==> config.mk <==
export PLATFORM = sky130hd
export DESIGN_NAME = hsv_to_rgb_pwm_duty_flat
export DESIGN_NICKNAME = d
export VERILOG_FILES = /design/src/hsv_pkg.sv /design/src/hsv_if.sv /design/src/hsv_to_rgb_pwm_duty.sv /design/src/flat_wrapper.sv
export SDC_FILE = /design/constraint.sdc
export NUM_CORES = 2
export LEC_CHECK = 0
export ABC_CLOCK_PERIOD_IN_PS = 15350
export BUFFER_PORTS_ARGS = -buffer_cell sky130_fd_sc_hd__buf_2
export CAP_MARGIN = 10
export CORE_MARGIN = 4
export CORE_UTILIZATION = 65
export CTS_CLUSTER_SIZE = 25
export DETAILED_ROUTE_END_ITERATION = 12
export PLACE_DENSITY_LB_ADDON = 0.12
export SLEW_MARGIN = 20
export SYNTH_ARGS = -nofsm -noshare
export SYNTH_HDL_FRONTEND = slang
export SYNTH_SLANG_ARGS = --single-unit
export TNS_END_PERCENT = 10
==> constraint.sdc <==
create_clock -name clock -period 15.35 [get_ports clock]
set_input_delay 2.3025 -clock clock [delete_from_list [all_inputs] [get_ports clock]]
set_output_delay 2.3025 -clock clock [all_outputs]
set_load 0.01 [all_outputs]
==> src/hsv_pkg.sv <==
`timescale 1ns / 1ps
// ----------------------------------------------------------------------------
// hsv_pkg
// Shared widths, constants and types for the HSV to RGB PWM duty converter.
// ----------------------------------------------------------------------------
package hsv_pkg;

   // field widths
   localparam int LEVEL_BITS = 8;
   localparam int HUE_BITS   = 9;
   localparam int GAIN_W     = 8;
   localparam int DUTY_W     = 8;
   localparam int OFF_W      = 6;   // ramp offset, 0..60
   localparam int VS_W       = 2 * LEVEL_BITS;

   // csr port
   localparam int CSR_ADDR_W = 4;
   localparam int CSR_DATA_W = 32;
   localparam int CSR_IDX_W  = 2;

   localparam logic [CSR_IDX_W-1:0] REG_RED_GAIN   = 2'd0;
   localparam logic [CSR_IDX_W-1:0] REG_GREEN_GAIN = 2'd1;
   localparam logic [CSR_IDX_W-1:0] REG_BLUE_GAIN  = 2'd2;

   localparam logic [GAIN_W-1:0] RED_GAIN_RST   = 8'd255;
   localparam logic [GAIN_W-1:0] GREEN_GAIN_RST = 8'd185;
   localparam logic [GAIN_W-1:0] BLUE_GAIN_RST  = 8'd150;

   // fixed point: level numerators over DEN = 60 * FS * FS
   localparam int              HUE_SPAN = 60;
   localparam longint unsigned FS       = (64'd1 << LEVEL_BITS) - 64'd1;
   localparam longint unsigned DEN      = 64'd60 * FS * FS;
   localparam longint unsigned TOP_K    = 64'd60 * FS;
   localparam int              NUM_W    = $clog2(DEN + 64'd1);
   localparam int              PROD_W   = NUM_W + GAIN_W;

   // reciprocal of DEN, error below 2^-10 over the product range
   localparam int              SHIFT    = PROD_W + 10;
   localparam longint unsigned RECIP    = (64'd1 << SHIFT) / DEN;
   localparam int              RECIP_W  = SHIFT - $clog2(DEN) + 1;
   localparam int              MUL_W    = PROD_W + RECIP_W;

   localparam logic [NUM_W-1:0]  TOP_K_N  = NUM_W'(TOP_K);
   localparam logic [NUM_W-1:0]  SPAN_N   = NUM_W'(HUE_SPAN);
   localparam logic [PROD_W-1:0] DEN_P    = PROD_W'(DEN);
   localparam logic [MUL_W-1:0]  RECIP_M  = MUL_W'(RECIP);

   // sector bounds
   localparam logic [HUE_BITS-1:0] HUE_60  = HUE_BITS'(60);
   localparam logic [HUE_BITS-1:0] HUE_120 = HUE_BITS'(120);
   localparam logic [HUE_BITS-1:0] HUE_180 = HUE_BITS'(180);
   localparam logic [HUE_BITS-1:0] HUE_240 = HUE_BITS'(240);
   localparam logic [HUE_BITS-1:0] HUE_300 = HUE_BITS'(300);
   localparam logic [HUE_BITS-1:0] HUE_360 = HUE_BITS'(360);

   typedef enum logic [1:0] {
      SEL_MAX,
      SEL_MIN,
      SEL_RAMP,
      SEL_ZERO
   } chan_sel_type;

   typedef struct packed {
      chan_sel_type           red;
      chan_sel_type           green;
      chan_sel_type           blue;
      logic [OFF_W-1:0]       off;
   } sector_type;

endpackage

==> src/hsv_if.sv <==
`timescale 1ns / 1ps
// ----------------------------------------------------------------------------
// hsv_if
// Request and response channels of the HSV to RGB PWM duty converter.
// ----------------------------------------------------------------------------
interface hsv_req_if;
   logic                             valid;
   logic                             ready;
   logic [hsv_pkg::HUE_BITS-1:0]     hue_deg;
   logic [hsv_pkg::LEVEL_BITS-1:0]   sat_level;
   logic [hsv_pkg::LEVEL_BITS-1:0]   bright_level;

   modport source (output valid, hue_deg, sat_level, bright_level, input ready);
   modport sink   (input valid, hue_deg, sat_level, bright_level, output ready);
endinterface

interface hsv_rsp_if;
   logic                         valid;
   logic                         ready;
   logic [hsv_pkg::DUTY_W-1:0]   red_duty;
   logic [hsv_pkg::DUTY_W-1:0]   green_duty;
   logic [hsv_pkg::DUTY_W-1:0]   blue_duty;

   modport source (output valid, red_duty, green_duty, blue_duty, input ready);
   modport sink   (input valid, red_duty, green_duty, blue_duty, output ready);
endinterface

==> src/hsv_to_rgb_pwm_duty.sv <==
`timescale 1ns / 1ps
// ----------------------------------------------------------------------------
// hsv_to_rgb_pwm_duty
// HSV color to per-channel LED PWM duty, five register stages.
// ----------------------------------------------------------------------------
// Path: an accepted request moves through register stages 1 to 5 in order.
// Throughput: one request per cycle unless stalled; each stage holds one
//   request and loads whenever it is empty or the one after it moves, so
//   bubbles close up and a stalled response holds only as far back as it must.
// Reset: clears all stage valid bits and loads the gain registers with
//   255 / 185 / 150. No clearing pass; requests are taken right after reset.
// ----------------------------------------------------------------------------
module hsv_to_rgb_pwm_duty (
   input  logic                              clock,
   input  logic                              reset,
   hsv_req_if.sink                           req_chan,
   hsv_rsp_if.source                         rsp_chan,
   input  logic                              csr_psel,
   input  logic                              csr_penable,
   input  logic                              csr_pwrite,
   input  logic [hsv_pkg::CSR_ADDR_W-1:0]    csr_paddr,
   input  logic [hsv_pkg::CSR_DATA_W-1:0]    csr_pwdata,
   output logic [hsv_pkg::CSR_DATA_W-1:0]    csr_prdata,
   output logic                              csr_pready
);

   // -------------------------------------------------------------------------
   // Gain registers. To be written only while idle (the block does not
   // enforce this), so the pipeline reads them directly in stage 3.
   // -------------------------------------------------------------------------
   logic [hsv_pkg::GAIN_W-1:0]    gain_ff [3];
   logic [hsv_pkg::GAIN_W-1:0]    gain_in [3];
   logic                          csr_wr;
   logic [hsv_pkg::CSR_IDX_W-1:0] csr_idx;

   assign csr_pready = 1'b1;
   assign csr_wr     = csr_psel & csr_penable & csr_pwrite;
   assign csr_idx    = csr_paddr[hsv_pkg::CSR_ADDR_W-1:2];

   always_comb begin
      gain_in[0] = gain_ff[0];
      gain_in[1] = gain_ff[1];
      gain_in[2] = gain_ff[2];
      if (csr_wr) begin
         unique case (csr_idx)
            hsv_pkg::REG_RED_GAIN:   gain_in[0] = csr_pwdata[hsv_pkg::GAIN_W-1:0];
            hsv_pkg::REG_GREEN_GAIN: gain_in[1] = csr_pwdata[hsv_pkg::GAIN_W-1:0];
            hsv_pkg::REG_BLUE_GAIN:  gain_in[2] = csr_pwdata[hsv_pkg::GAIN_W-1:0];
            default: ;  // unmapped: write dropped
         endcase
      end
   end

   always_comb begin
      unique case (csr_idx)
         hsv_pkg::REG_RED_GAIN:   csr_prdata = hsv_pkg::CSR_DATA_W'(gain_ff[0]);
         hsv_pkg::REG_GREEN_GAIN: csr_prdata = hsv_pkg::CSR_DATA_W'(gain_ff[1]);
         hsv_pkg::REG_BLUE_GAIN:  csr_prdata = hsv_pkg::CSR_DATA_W'(gain_ff[2]);
         default:                 csr_prdata = '0;
      endcase
   end

   always_ff @(posedge clock) begin
      if (reset) begin
         gain_ff[0] <= hsv_pkg::RED_GAIN_RST;
         gain_ff[1] <= hsv_pkg::GREEN_GAIN_RST;
         gain_ff[2] <= hsv_pkg::BLUE_GAIN_RST;
      end else begin
         gain_ff[0] <= gain_in[0];
         gain_ff[1] <= gain_in[1];
         gain_ff[2] <= gain_in[2];
      end
   end

   // -------------------------------------------------------------------------
   // Pipeline flow control. valid_ff[k] belongs to stage k+1; stage 5 is the
   // response register. A stage moves when empty or when the next one moves.
   // -------------------------------------------------------------------------
   logic [4:0] valid_ff;
   logic [4:0] valid_in;
   logic [4:0] adv;

   always_comb begin
      adv[4] = ~valid_ff[4] | rsp_chan.ready;
      for (int k = 3; k >= 0; k--) begin
         adv[k] = ~valid_ff[k] | adv[k+1];
      end
      valid_in[0] = adv[0] ? req_chan.valid : valid_ff[0];
      for (int k = 1; k < 5; k++) begin
         valid_in[k] = adv[k] ? valid_ff[k-1] : valid_ff[k];
      end
   end

   always_ff @(posedge clock) begin
      if (reset) begin
         valid_ff <= '0;
      end else begin
         valid_ff <= valid_in;
      end
   end

   assign req_chan.ready = adv[0];
   assign rsp_chan.valid = valid_ff[4];

   // -------------------------------------------------------------------------
   // Stage 1: sector decode, V*S and the max numerator 60*FS*V.
   // Zero saturation forces max on every channel (all levels equal V).
   // -------------------------------------------------------------------------
   hsv_pkg::sector_type              sec_in;
   logic [hsv_pkg::HUE_BITS-1:0]     off_full;
   logic [hsv_pkg::HUE_BITS-1:0]     hue;

   hsv_pkg::sector_type              sec1_ff;
   logic [hsv_pkg::VS_W-1:0]         vs1_ff;
   logic [hsv_pkg::NUM_W-1:0]        top1_ff;

   assign hue = req_chan.hue_deg;

   always_comb begin
      sec_in.red   = hsv_pkg::SEL_MAX;
      sec_in.green = hsv_pkg::SEL_MAX;
      sec_in.blue  = hsv_pkg::SEL_MAX;
      off_full     = '0;
      if (req_chan.sat_level == '0) begin
         // gray: keep the defaults
      end else if (hue < hsv_pkg::HUE_60) begin
         sec_in.green = hsv_pkg::SEL_RAMP;
         sec_in.blue  = hsv_pkg::SEL_MIN;
         off_full     = hue;
      end else if (hue < hsv_pkg::HUE_120) begin
         sec_in.red   = hsv_pkg::SEL_RAMP;
         sec_in.blue  = hsv_pkg::SEL_MIN;
         off_full     = hsv_pkg::HUE_120 - hue;
      end else if (hue < hsv_pkg::HUE_180) begin
         sec_in.red   = hsv_pkg::SEL_MIN;
         sec_in.blue  = hsv_pkg::SEL_RAMP;
         off_full     = hue - hsv_pkg::HUE_120;
      end else if (hue < hsv_pkg::HUE_240) begin
         sec_in.red   = hsv_pkg::SEL_MIN;
         sec_in.green = hsv_pkg::SEL_RAMP;
         off_full     = hsv_pkg::HUE_240 - hue;
      end else if (hue < hsv_pkg::HUE_300) begin
         sec_in.red   = hsv_pkg::SEL_RAMP;
         sec_in.green = hsv_pkg::SEL_MIN;
         off_full     = hue - hsv_pkg::HUE_240;
      end else if (hue <= hsv_pkg::HUE_360) begin
         // 360 lands here with a zero offset, i.e. blue at min
         sec_in.green = hsv_pkg::SEL_MIN;
         sec_in.blue  = hsv_pkg::SEL_RAMP;
         off_full     = hsv_pkg::HUE_360 - hue;
      end else begin
         // out-of-range hue: black
         sec_in.red   = hsv_pkg::SEL_ZERO;
         sec_in.green = hsv_pkg::SEL_ZERO;
         sec_in.blue  = hsv_pkg::SEL_ZERO;
      end
      sec_in.off = off_full[hsv_pkg::OFF_W-1:0];
   end

   always_ff @(posedge clock) begin
      if (adv[0]) begin
         sec1_ff <= sec_in;
         vs1_ff  <= hsv_pkg::VS_W'(req_chan.sat_level) * hsv_pkg::VS_W'(req_chan.bright_level);
         top1_ff <= hsv_pkg::NUM_W'(req_chan.bright_level) * hsv_pkg::TOP_K_N;
      end
   end

   // -------------------------------------------------------------------------
   // Stage 2: min = max - 60*VS, ramp = off*VS + min, per-channel select.
   // -------------------------------------------------------------------------
   logic [hsv_pkg::NUM_W-1:0] bot2;
   logic [hsv_pkg::NUM_W-1:0] ramp2;
   logic [hsv_pkg::NUM_W-1:0] num2_in [3];
   logic [hsv_pkg::NUM_W-1:0] num2_ff [3];
   hsv_pkg::chan_sel_type     sel2 [3];

   assign bot2  = top1_ff - hsv_pkg::NUM_W'(vs1_ff) * hsv_pkg::SPAN_N;
   assign ramp2 = hsv_pkg::NUM_W'(sec1_ff.off) * hsv_pkg::NUM_W'(vs1_ff) + bot2;
   assign sel2[0] = sec1_ff.red;
   assign sel2[1] = sec1_ff.green;
   assign sel2[2] = sec1_ff.blue;

   always_comb begin
      for (int c = 0; c < 3; c++) begin
         unique case (sel2[c])
            hsv_pkg::SEL_MAX:  num2_in[c] = top1_ff;
            hsv_pkg::SEL_MIN:  num2_in[c] = bot2;
            hsv_pkg::SEL_RAMP: num2_in[c] = ramp2;
            default:           num2_in[c] = '0;
         endcase
      end
   end

   always_ff @(posedge clock) begin
      if (adv[1]) begin
         num2_ff <= num2_in;
      end
   end

   // -------------------------------------------------------------------------
   // Stage 3: level numerator times channel gain.
   // -------------------------------------------------------------------------
   logic [hsv_pkg::PROD_W-1:0] prod3_ff [3];

   always_ff @(posedge clock) begin
      if (adv[2]) begin
         for (int c = 0; c < 3; c++) begin
            prod3_ff[c] <= hsv_pkg::PROD_W'(num2_ff[c]) * hsv_pkg::PROD_W'(gain_ff[c]);
         end
      end
   end

   // -------------------------------------------------------------------------
   // Stage 4: quotient estimate by reciprocal; low by at most one.
   // -------------------------------------------------------------------------
   logic [hsv_pkg::MUL_W-1:0]  mul4 [3];
   logic [hsv_pkg::DUTY_W-1:0] q4_ff [3];
   logic [hsv_pkg::PROD_W-1:0] prod4_ff [3];

   always_comb begin
      for (int c = 0; c < 3; c++) begin
         mul4[c] = hsv_pkg::MUL_W'(prod3_ff[c]) * hsv_pkg::RECIP_M;
      end
   end

   always_ff @(posedge clock) begin
      if (adv[3]) begin
         for (int c = 0; c < 3; c++) begin
            q4_ff[c]    <= mul4[c][hsv_pkg::SHIFT +: hsv_pkg::DUTY_W];
            prod4_ff[c] <= prod3_ff[c];
         end
      end
   end

   // -------------------------------------------------------------------------
   // Stage 5: remainder check, bump the estimate when it is one short.
   // -------------------------------------------------------------------------
   logic [hsv_pkg::PROD_W-1:0] rem5 [3];
   logic [hsv_pkg::DUTY_W-1:0] duty_ff [3];

   always_comb begin
      for (int c = 0; c < 3; c++) begin
         rem5[c] = prod4_ff[c] - hsv_pkg::PROD_W'(q4_ff[c]) * hsv_pkg::DEN_P;
      end
   end

   always_ff @(posedge clock) begin
      if (adv[4]) begin
         for (int c = 0; c < 3; c++) begin
            duty_ff[c] <= q4_ff[c] + hsv_pkg::DUTY_W'(rem5[c] >= hsv_pkg::DEN_P);
         end
      end
   end

   assign rsp_chan.red_duty   = duty_ff[0];
   assign rsp_chan.green_duty = duty_ff[1];
   assign rsp_chan.blue_duty  = duty_ff[2];

   // -------------------------------------------------------------------------
   // Assertions
   // -------------------------------------------------------------------------
   a_accept_loads: assert property (@(posedge clock) disable iff (reset)
      req_chan.valid && req_chan.ready |=> valid_ff[0])
      else $error("accepted request not in stage 1");

   a_stall_only_full: assert property (@(posedge clock) disable iff (reset)
      !req_chan.ready |-> (valid_ff == 5'b11111))
      else $error("request stalled with a free stage");

   a_recip_bound: assert property (@(posedge clock) disable iff (reset)
      valid_ff[3] |-> (rem5[0] < hsv_pkg::DEN_P || rem5[0] - hsv_pkg::DEN_P < hsv_pkg::DEN_P)
                   && (rem5[1] < hsv_pkg::DEN_P || rem5[1] - hsv_pkg::DEN_P < hsv_pkg::DEN_P)
                   && (rem5[2] < hsv_pkg::DEN_P || rem5[2] - hsv_pkg::DEN_P < hsv_pkg::DEN_P))
      else $error("quotient estimate off by more than one");

   a_reset_idle: assert property (@(posedge clock)
      reset |=> !rsp_chan.valid)
      else $error("response valid after reset");

endmodule

==> src/flat_wrapper.sv <==
// flat-port wrapper written by rule: the top's interface ports become plain ports
module hsv_to_rgb_pwm_duty_flat 
  (clock, reset, csr_psel, csr_penable, csr_pwrite, csr_paddr, csr_pwdata, csr_prdata, csr_pready, req_chan_valid, req_chan_hue_deg, req_chan_sat_level, req_chan_bright_level, req_chan_ready, rsp_chan_valid, rsp_chan_red_duty, rsp_chan_green_duty, rsp_chan_blue_duty, rsp_chan_ready);
  hsv_req_if req_chan_i ();
  hsv_rsp_if rsp_chan_i ();
  input  logic clock;
  input  logic reset;
  input  logic csr_psel;
  input  logic csr_penable;
  input  logic csr_pwrite;
  input  logic [hsv_pkg::CSR_ADDR_W-1:0] csr_paddr;
  input  logic [hsv_pkg::CSR_DATA_W-1:0] csr_pwdata;
  output logic [hsv_pkg::CSR_DATA_W-1:0] csr_prdata;
  output logic csr_pready;
  input wire logic [$bits(req_chan_i.valid)-1:0] req_chan_valid;
  input wire logic [$bits(req_chan_i.hue_deg)-1:0] req_chan_hue_deg;
  input wire logic [$bits(req_chan_i.sat_level)-1:0] req_chan_sat_level;
  input wire logic [$bits(req_chan_i.bright_level)-1:0] req_chan_bright_level;
  output wire logic [$bits(req_chan_i.ready)-1:0] req_chan_ready;
  output wire logic [$bits(rsp_chan_i.valid)-1:0] rsp_chan_valid;
  output wire logic [$bits(rsp_chan_i.red_duty)-1:0] rsp_chan_red_duty;
  output wire logic [$bits(rsp_chan_i.green_duty)-1:0] rsp_chan_green_duty;
  output wire logic [$bits(rsp_chan_i.blue_duty)-1:0] rsp_chan_blue_duty;
  input wire logic [$bits(rsp_chan_i.ready)-1:0] rsp_chan_ready;
  assign req_chan_i.valid = req_chan_valid;
  assign req_chan_i.hue_deg = req_chan_hue_deg;
  assign req_chan_i.sat_level = req_chan_sat_level;
  assign req_chan_i.bright_level = req_chan_bright_level;
  assign req_chan_ready = req_chan_i.ready;
  assign rsp_chan_valid = rsp_chan_i.valid;
  assign rsp_chan_red_duty = rsp_chan_i.red_duty;
  assign rsp_chan_green_duty = rsp_chan_i.green_duty;
  assign rsp_chan_blue_duty = rsp_chan_i.blue_duty;
  assign rsp_chan_i.ready = rsp_chan_ready;
  hsv_to_rgb_pwm_duty u_core (.clock(clock), .reset(reset), .req_chan(req_chan_i), .rsp_chan(rsp_chan_i), .csr_psel(csr_psel), .csr_penable(csr_penable), .csr_pwrite(csr_pwrite), .csr_paddr(csr_paddr), .csr_pwdata(csr_pwdata), .csr_prdata(csr_prdata), .csr_pready(csr_pready));
endmodule
After elaboration in Yosys (flattened, before gate mapping) --
Memory sizes are Yosys's and may differ from the RTL's. Index checks and enable logic that the tools add are counted.
Storage, ports and cells: register bits after elaboration 119, bits in writable memories 252, output and inout port bits 59, logic and storage cells 127, memories kept 5
Operators by class: add/subtract/negate cells 13, multipliers 13, magnitude comparators 9, equal/unequal tests 8, muxes and demuxes 39, bitwise gates (word level) 15, reductions and logical operators 8
Memory list:
- u_core.prod3_ff | words 3, width 30, rd ports 3, clocked after Yosys merged registers in 0, wr ports 3, RTL line hsv_to_rgb_pwm_duty.sv:203 | logic [hsv_pkg::PROD_W-1:0] prod3_ff [3];
- u_core.prod4_ff | words 3, width 30, rd ports 3, clocked after Yosys merged registers in 0, wr ports 3, RTL line hsv_to_rgb_pwm_duty.sv:218 | logic [hsv_pkg::PROD_W-1:0] prod4_ff [3];
- u_core.duty_ff | words 3, width 8, rd ports 3, clocked after Yosys merged registers in 0, wr ports 3, RTL line hsv_to_rgb_pwm_duty.sv:239 | logic [hsv_pkg::DUTY_W-1:0] duty_ff [3];
- u_core.gain_ff | words 3, width 8, rd ports 3, clocked after Yosys merged registers in 0, wr ports 3, RTL line hsv_to_rgb_pwm_duty.sv:31 | logic [hsv_pkg::GAIN_W-1:0] gain_ff [3];
- u_core.q4_ff | words 3, width 8, rd ports 3, clocked after Yosys merged registers in 0, wr ports 3, RTL line hsv_to_rgb_pwm_duty.sv:217 | logic [hsv_pkg::DUTY_W-1:0] q4_ff [3];
Operators with widths (count):
- one-hot mux 22 bit (3 select lines) | 3
- multiplier 30 x 19 -> 48 bit (second input constant) | 3
- greater-or-equal comparator 30 x 22 -> 1 bit (second input constant) | 3
- multiplier 22 x 8 -> 30 bit | 3
- subtractor 30 bit | 3
- multiplier 8 x 20 -> 28 bit (second input constant) | 3
- two-way mux 8 bit | 6
- two-way mux 6 bit | 6
- adder 8 x 1 -> 8 bit | 3
- two-way mux 24 bit | 1
- one-hot mux 8 bit (3 select lines) | 1
- adder 22 bit | 1
- multiplier 6 x 16 -> 22 bit | 1
- subtractor 22 bit | 1
- multiplier 16 x 4 -> 20 bit (second input constant) | 1
- multiplier 8 x 12 -> 20 bit (second input constant) | 1
- < comparator 9 x 8 -> 1 bit (second input constant) | 2
- two-way mux 2 bit | 9
- subtractor 6 bit (first input constant) | 3
- multiplier 8 x 8 -> 16 bit | 1
- two-way mux 4 bit | 4
- subtractor 6 bit (second input constant) | 2
- <= comparator 9 bit (second input constant) | 1
- < comparator 9 x 6 -> 1 bit (second input constant) | 1
- 13 further kinds | 42

Depth between registers and ports, before layout --
word-level depth 7, mapped depth 34, depth with buffers taken out 33

Worst setup path after synthesis --
No wires, ideal clock.
path kind register to register, start point mem u_core.q4_ff[0][10] (netlist name), end point mem u_core.duty_ff[0][14] (netlist name) (data pin), setup time 0.266 ns, data arrival time 7.092 ns, path slack 7.992 ns, stages on the path, launching flop included 30, buffers on the path 2, clock period less this slack 7.358 ns, path through edfxtp_1 > inv_1 > fa_1 > inv_1 > ha_1 > xnor2_1 > fa_1 > ha_1 > nor2b_4 > o31a_1 > or4_4 > a221o_2 > and2_2 > o21ai_0 > xor2_1 > ha_1 > clkbuf_1 > a21oi_1 > o21ai_0 > and3_1 > a221o_1 > o211ai_1 > a21oi_1 > or4_1 > a2111o_1 > ha_1 > and2_1 > clkbuf_1 > nand4_1 > xnor2_1
RTL lines (RTL line):
- start, declared | hsv_to_rgb_pwm_duty.sv:217
- end, declared | hsv_to_rgb_pwm_duty.sv:239

==> results.txt <==
The run finished with clean final reports. For the row count, the log shows 125. The worst setup path is of the register to register kind.

For the total global-route track usage, the log shows 28.4%. The most used flip-flop cell after synthesis is sky130_fd_sc_hd__edfxtp_1. Shortest clock period the worst path allows after layout: 8.28 ns. Startpoint of the lowest-slack hold path: u_core.valid_ff[2]$_SDFFE_PP0P_. The floorplan step defined a die boundary enclosing 124000 µm². For the signal arrival time at the worst endpoint, the log shows 8.66 ns. The type of the most critical hold path was register to register.

Leaving out fill and tap cells, the most frequent cell in the layout is sky130_fd_sc_hd__inv_1. The worst flop-to-flop path endpoint was u_core.duty_ff[0][14]$_DFFE_PP_. The number of hold buffers added after CTS was 0.

The count of state elements after synthesis was 365. For the maximum clock frequency, the log shows 121 MHz. The mapped netlist covers 76700 µm². The worst hold margin came out at 0.465 ns. Entering global routing, the biggest net connects 85 pins. The count of cells resized by post-cts repair is 0, and the number of routed nets with antenna violations is 0. The tools report the start of the worst register-to-register path as u_core.q4_ff[0][10]$_DFFE_PP_. Setup repair after global routing left no endpoint under its margin. The width of the die works out to 351 µm. The capture endpoint of the worst hold path was u_core.valid_ff[3]$_SDFFE_PP0P_.

Buffer cell driving the clock tree root: sky130_fd_sc_hd__clkbuf_16. Clock-pin slew was measured on the worst setup and hold paths at 0.06 ns. For this block, the routed nets add up to 168000 µm of wire. The total overflow reported by the global router is 0.

Initial antenna violation count: 3. A synthesized cell averages 9.76 µm². The slew of the pin with the lowest slew margin was 1.10 ns; the share of the clock period used by the worst path was 53.9%. The post-route netlist has 2.74% of its cells at a drive strength greater than 1. Clock tree synthesis inserted a total of 47 buffers. Weighted congestion at the end of routability-driven global placement: 0.914.

Detailed placement ended at an HPWL of 139000 µm. The core region is 117000 µm². Adding up every negative setup slack in the final design gives 0 ns. Of all nets on the critical path, the largest fanout is 9. Once the floorplan was initialized, standard cells occupied 65.7% of the core. The post-CTS repair timing setup buffer count is 0, and the number of nets in the layout is 10500. In this run the tightest slew margin relative to its limit is 26.4%. Once layout is complete, the utilization of the core stands at 68.7%.

Along the worst hold path, the cell count comes to 2. The number of synthesized flops with an enable pin came out at 336. The tools report the capturing element type of the critical path as a register. Across the run, the number of max-cap violations was 0. The clock latency reported for the late side of the worst-skew pair is 0.66 ns. The synthesized netlist contains 87 unique library cells. STA classifies the critical path startpoint as a register. During placement, the flow inserted port buffers numbering 75.

Async set-or-reset flop fraction in the synthesized netlist: 0%. For this design the top-level I/O count stands at 127. The most critical setup path has its startpoint at u_core.q4_ff[0][10]$_DFFE_PP_.

The setup skew after layout was 0.0482 ns; the portion of the post-synthesis area used by sequential elements was 13.9%. For flop-to-flop paths, the worst setup slack is 7.07 ns. For the number of max-slew violations in the final report, the log shows 0. The total count of hold-check failures in the final report was 0. TritonCTS built the clock tree. The tools report the data required time at the worst endpoint as 15.73 ns. After detailed routing, the number of vias per cell comes to 5.69.

Synthesis handed over a netlist of 7861 instances. Dividing the detail-routed wire length by the instance count gives 17.8 µm. After routing the design area is 80200 µm². The layout overhead on the synthesized area was 4.52%; the maximum level of the CTS H-tree was 2. The die height is 351 µm, and the first-iteration detailed-routing DRC count is 2750. The total of endpoints with negative setup slack in the final report was 0.

In the layout the commonest cells are 1842 x sky130_fd_sc_hd__inv_1, 1423 x sky130_fd_sc_hd__ha_1, 1146 x sky130_fd_sc_hd__fa_1, 584 x sky130_fd_sc_hd__nand2_1, 336 x sky130_fd_sc_hd__edfxtp_1. The Yosys step of the flow raised 0 warnings. For this run, design rule violations remaining after detail routing come to 0.

The detailed router placed 53800 vias in this run. The pre-antenna-repair detailed-routing pass consisted of 5 iterations. The total of fill cells in the finished design was 9125; the depth of the worst register-to-register path was 27. The number of buffers on the longest clock path is 3, and the wire length of the first global-routing pass is 284000 µm. CTS saw 365 sinks. The logs give 57400 for the number of global-route vias before repair and 78600 µm² for the instance area after placement.
[state kept, by name, indices dropped and copies added (netlist names)]
| name | count |
|---|---|
| u_core.top1_ff | 20 |
| u_core.gain_ff | 24 |
| u_core.prod4_ff | 84 |
| u_core.vs1_ff | 16 |
| u_core.num2_ff | 66 |
| u_core.valid_ff | 5 |
| u_core.sec1_ff | 12 |
| u_core.q4_ff | 24 |
| u_core.duty_ff | 24 |
| u_core.prod3_ff | 90 |
[layer usage]
layer	vias to the layer above	GRT usage [%]	routed length, µm
li1	25500	-	-
met1	26800	37.2	72600
met2	1233	50.7	83500
met3	283	3.06	7540
met4	0	7.53	4620
met5	-	0	0
[cells by family (layout without fill, tap and decap cells)]
family / after synthesis / in the layout / synth area share [%]
compound gates: 1012 / 1012 / 8.65
xor+xnor: 313 / 313 / 3.59
fa+ha+maj: 2569 / 2569 / 53.1
buf+inv: 1978 / 2022 / 9.82
flops: 365 / 365 / 13.9
mux: 88 / 88 / 1.16
other cells: 2 / 26 / 0.00979
simple gates: 1534 / 1534 / 9.72
[per-stage QoR]
stage | setup WS, ns | instances
after floorplan | 7.99 | 7884
after global placement | 7.24 | 9365
after detailed placement | 7.14 | 9365
after CTS | 7.12 | 9452
after global routing | 6.42 | 9452
final | 7.07 | 9453
[Yosys cell counts (84+ instances only)]
cell,instances,area [µm²]
sky130_fd_sc_hd__fa_1,1146,22900
sky130_fd_sc_hd__xor2_1,104,911
sky130_fd_sc_hd__a21oi_1,242,1210
sky130_fd_sc_hd__and2_1,293,1830
sky130_fd_sc_hd__edfxtp_1,336,10100
sky130_fd_sc_hd__a21o_1,152,1140
sky130_fd_sc_hd__xnor2_1,208,1820
sky130_fd_sc_hd__mux2i_1,84,841
sky130_fd_sc_hd__nand2_1,586,2200
sky130_fd_sc_hd__ha_1,1423,17800
sky130_fd_sc_hd__nor2_1,236,886
sky130_fd_sc_hd__inv_1,1843,6920
sky130_fd_sc_hd__o21ai_0,195,976
sky130_fd_sc_hd__clkbuf_1,104,390
[layout make-up]
class                      count  area [µm²]  share of cell area, %
antenna                        1        2.50                0.00312
clock buffer                  54        1210                   1.51
clock inverter                33         344                  0.429
inverter                    1843        6920                   8.63
multi-input combinational   5541       58600                   73.1
sequential                   365       10700                   13.3
tap                         1524        1910                   2.38
timing repair buffer          92         507                  0.632
[worst max path at each step]
| stage | to | slack [ns] | cells past startpoint |
|---|---|---|---|
| 3_3_place_gp | u_core.duty_ff[0][14]$_DFFE_PP_ | 7.24 | 28 |
| 5_1_grt | u_core.duty_ff[0][6]$_DFFE_PP_ | 6.42 | 30 |
| 4_1_cts | u_core.duty_ff[0][14]$_DFFE_PP_ | 7.12 | 27 |
| 2_1_floorplan | u_core.duty_ff[0][14]$_DFFE_PP_ | 7.99 | 29 |
| 3_5_place_dp | u_core.duty_ff[0][14]$_DFFE_PP_ | 7.14 | 27 |
| 6_report | u_core.duty_ff[0][14]$_DFFE_PP_ | 7.07 | 27 |
[critical path, cell delays in order (launching register included)]
cell,delay (ns)
sky130_fd_sc_hd__edfxtp_1,0.61
sky130_fd_sc_hd__inv_1,0.17
sky130_fd_sc_hd__fa_1,0.72
sky130_fd_sc_hd__inv_1,0.15
sky130_fd_sc_hd__ha_1,0.32
sky130_fd_sc_hd__xnor2_1,0.24
sky130_fd_sc_hd__fa_1,0.48
sky130_fd_sc_hd__ha_1,0.33
sky130_fd_sc_hd__nor2b_4,0.14
sky130_fd_sc_hd__o31a_1,0.26
sky130_fd_sc_hd__or4_4,0.43
sky130_fd_sc_hd__a221o_2,0.43
sky130_fd_sc_hd__and2_2,0.21
sky130_fd_sc_hd__o21ai_0,0.19
sky130_fd_sc_hd__xor2_1,0.18
sky130_fd_sc_hd__ha_1,0.33
sky130_fd_sc_hd__a21oi_1,0.23
sky130_fd_sc_hd__o21ai_0,0.18
sky130_fd_sc_hd__and3_1,0.22
sky130_fd_sc_hd__a221o_1,0.30
sky130_fd_sc_hd__o211ai_1,0.26
sky130_fd_sc_hd__a21oi_1,0.12
sky130_fd_sc_hd__or4_1,0.42
sky130_fd_sc_hd__a2111o_1,0.47
sky130_fd_sc_hd__ha_1,0.21
sky130_fd_sc_hd__and2_1,0.20
sky130_fd_sc_hd__nand4_1,0.13
sky130_fd_sc_hd__xnor2_1,0.07
Power is left out: the tool's default activity adds up to more than one toggle a clock period on the data nets, which glitch-free logic cannot reach.
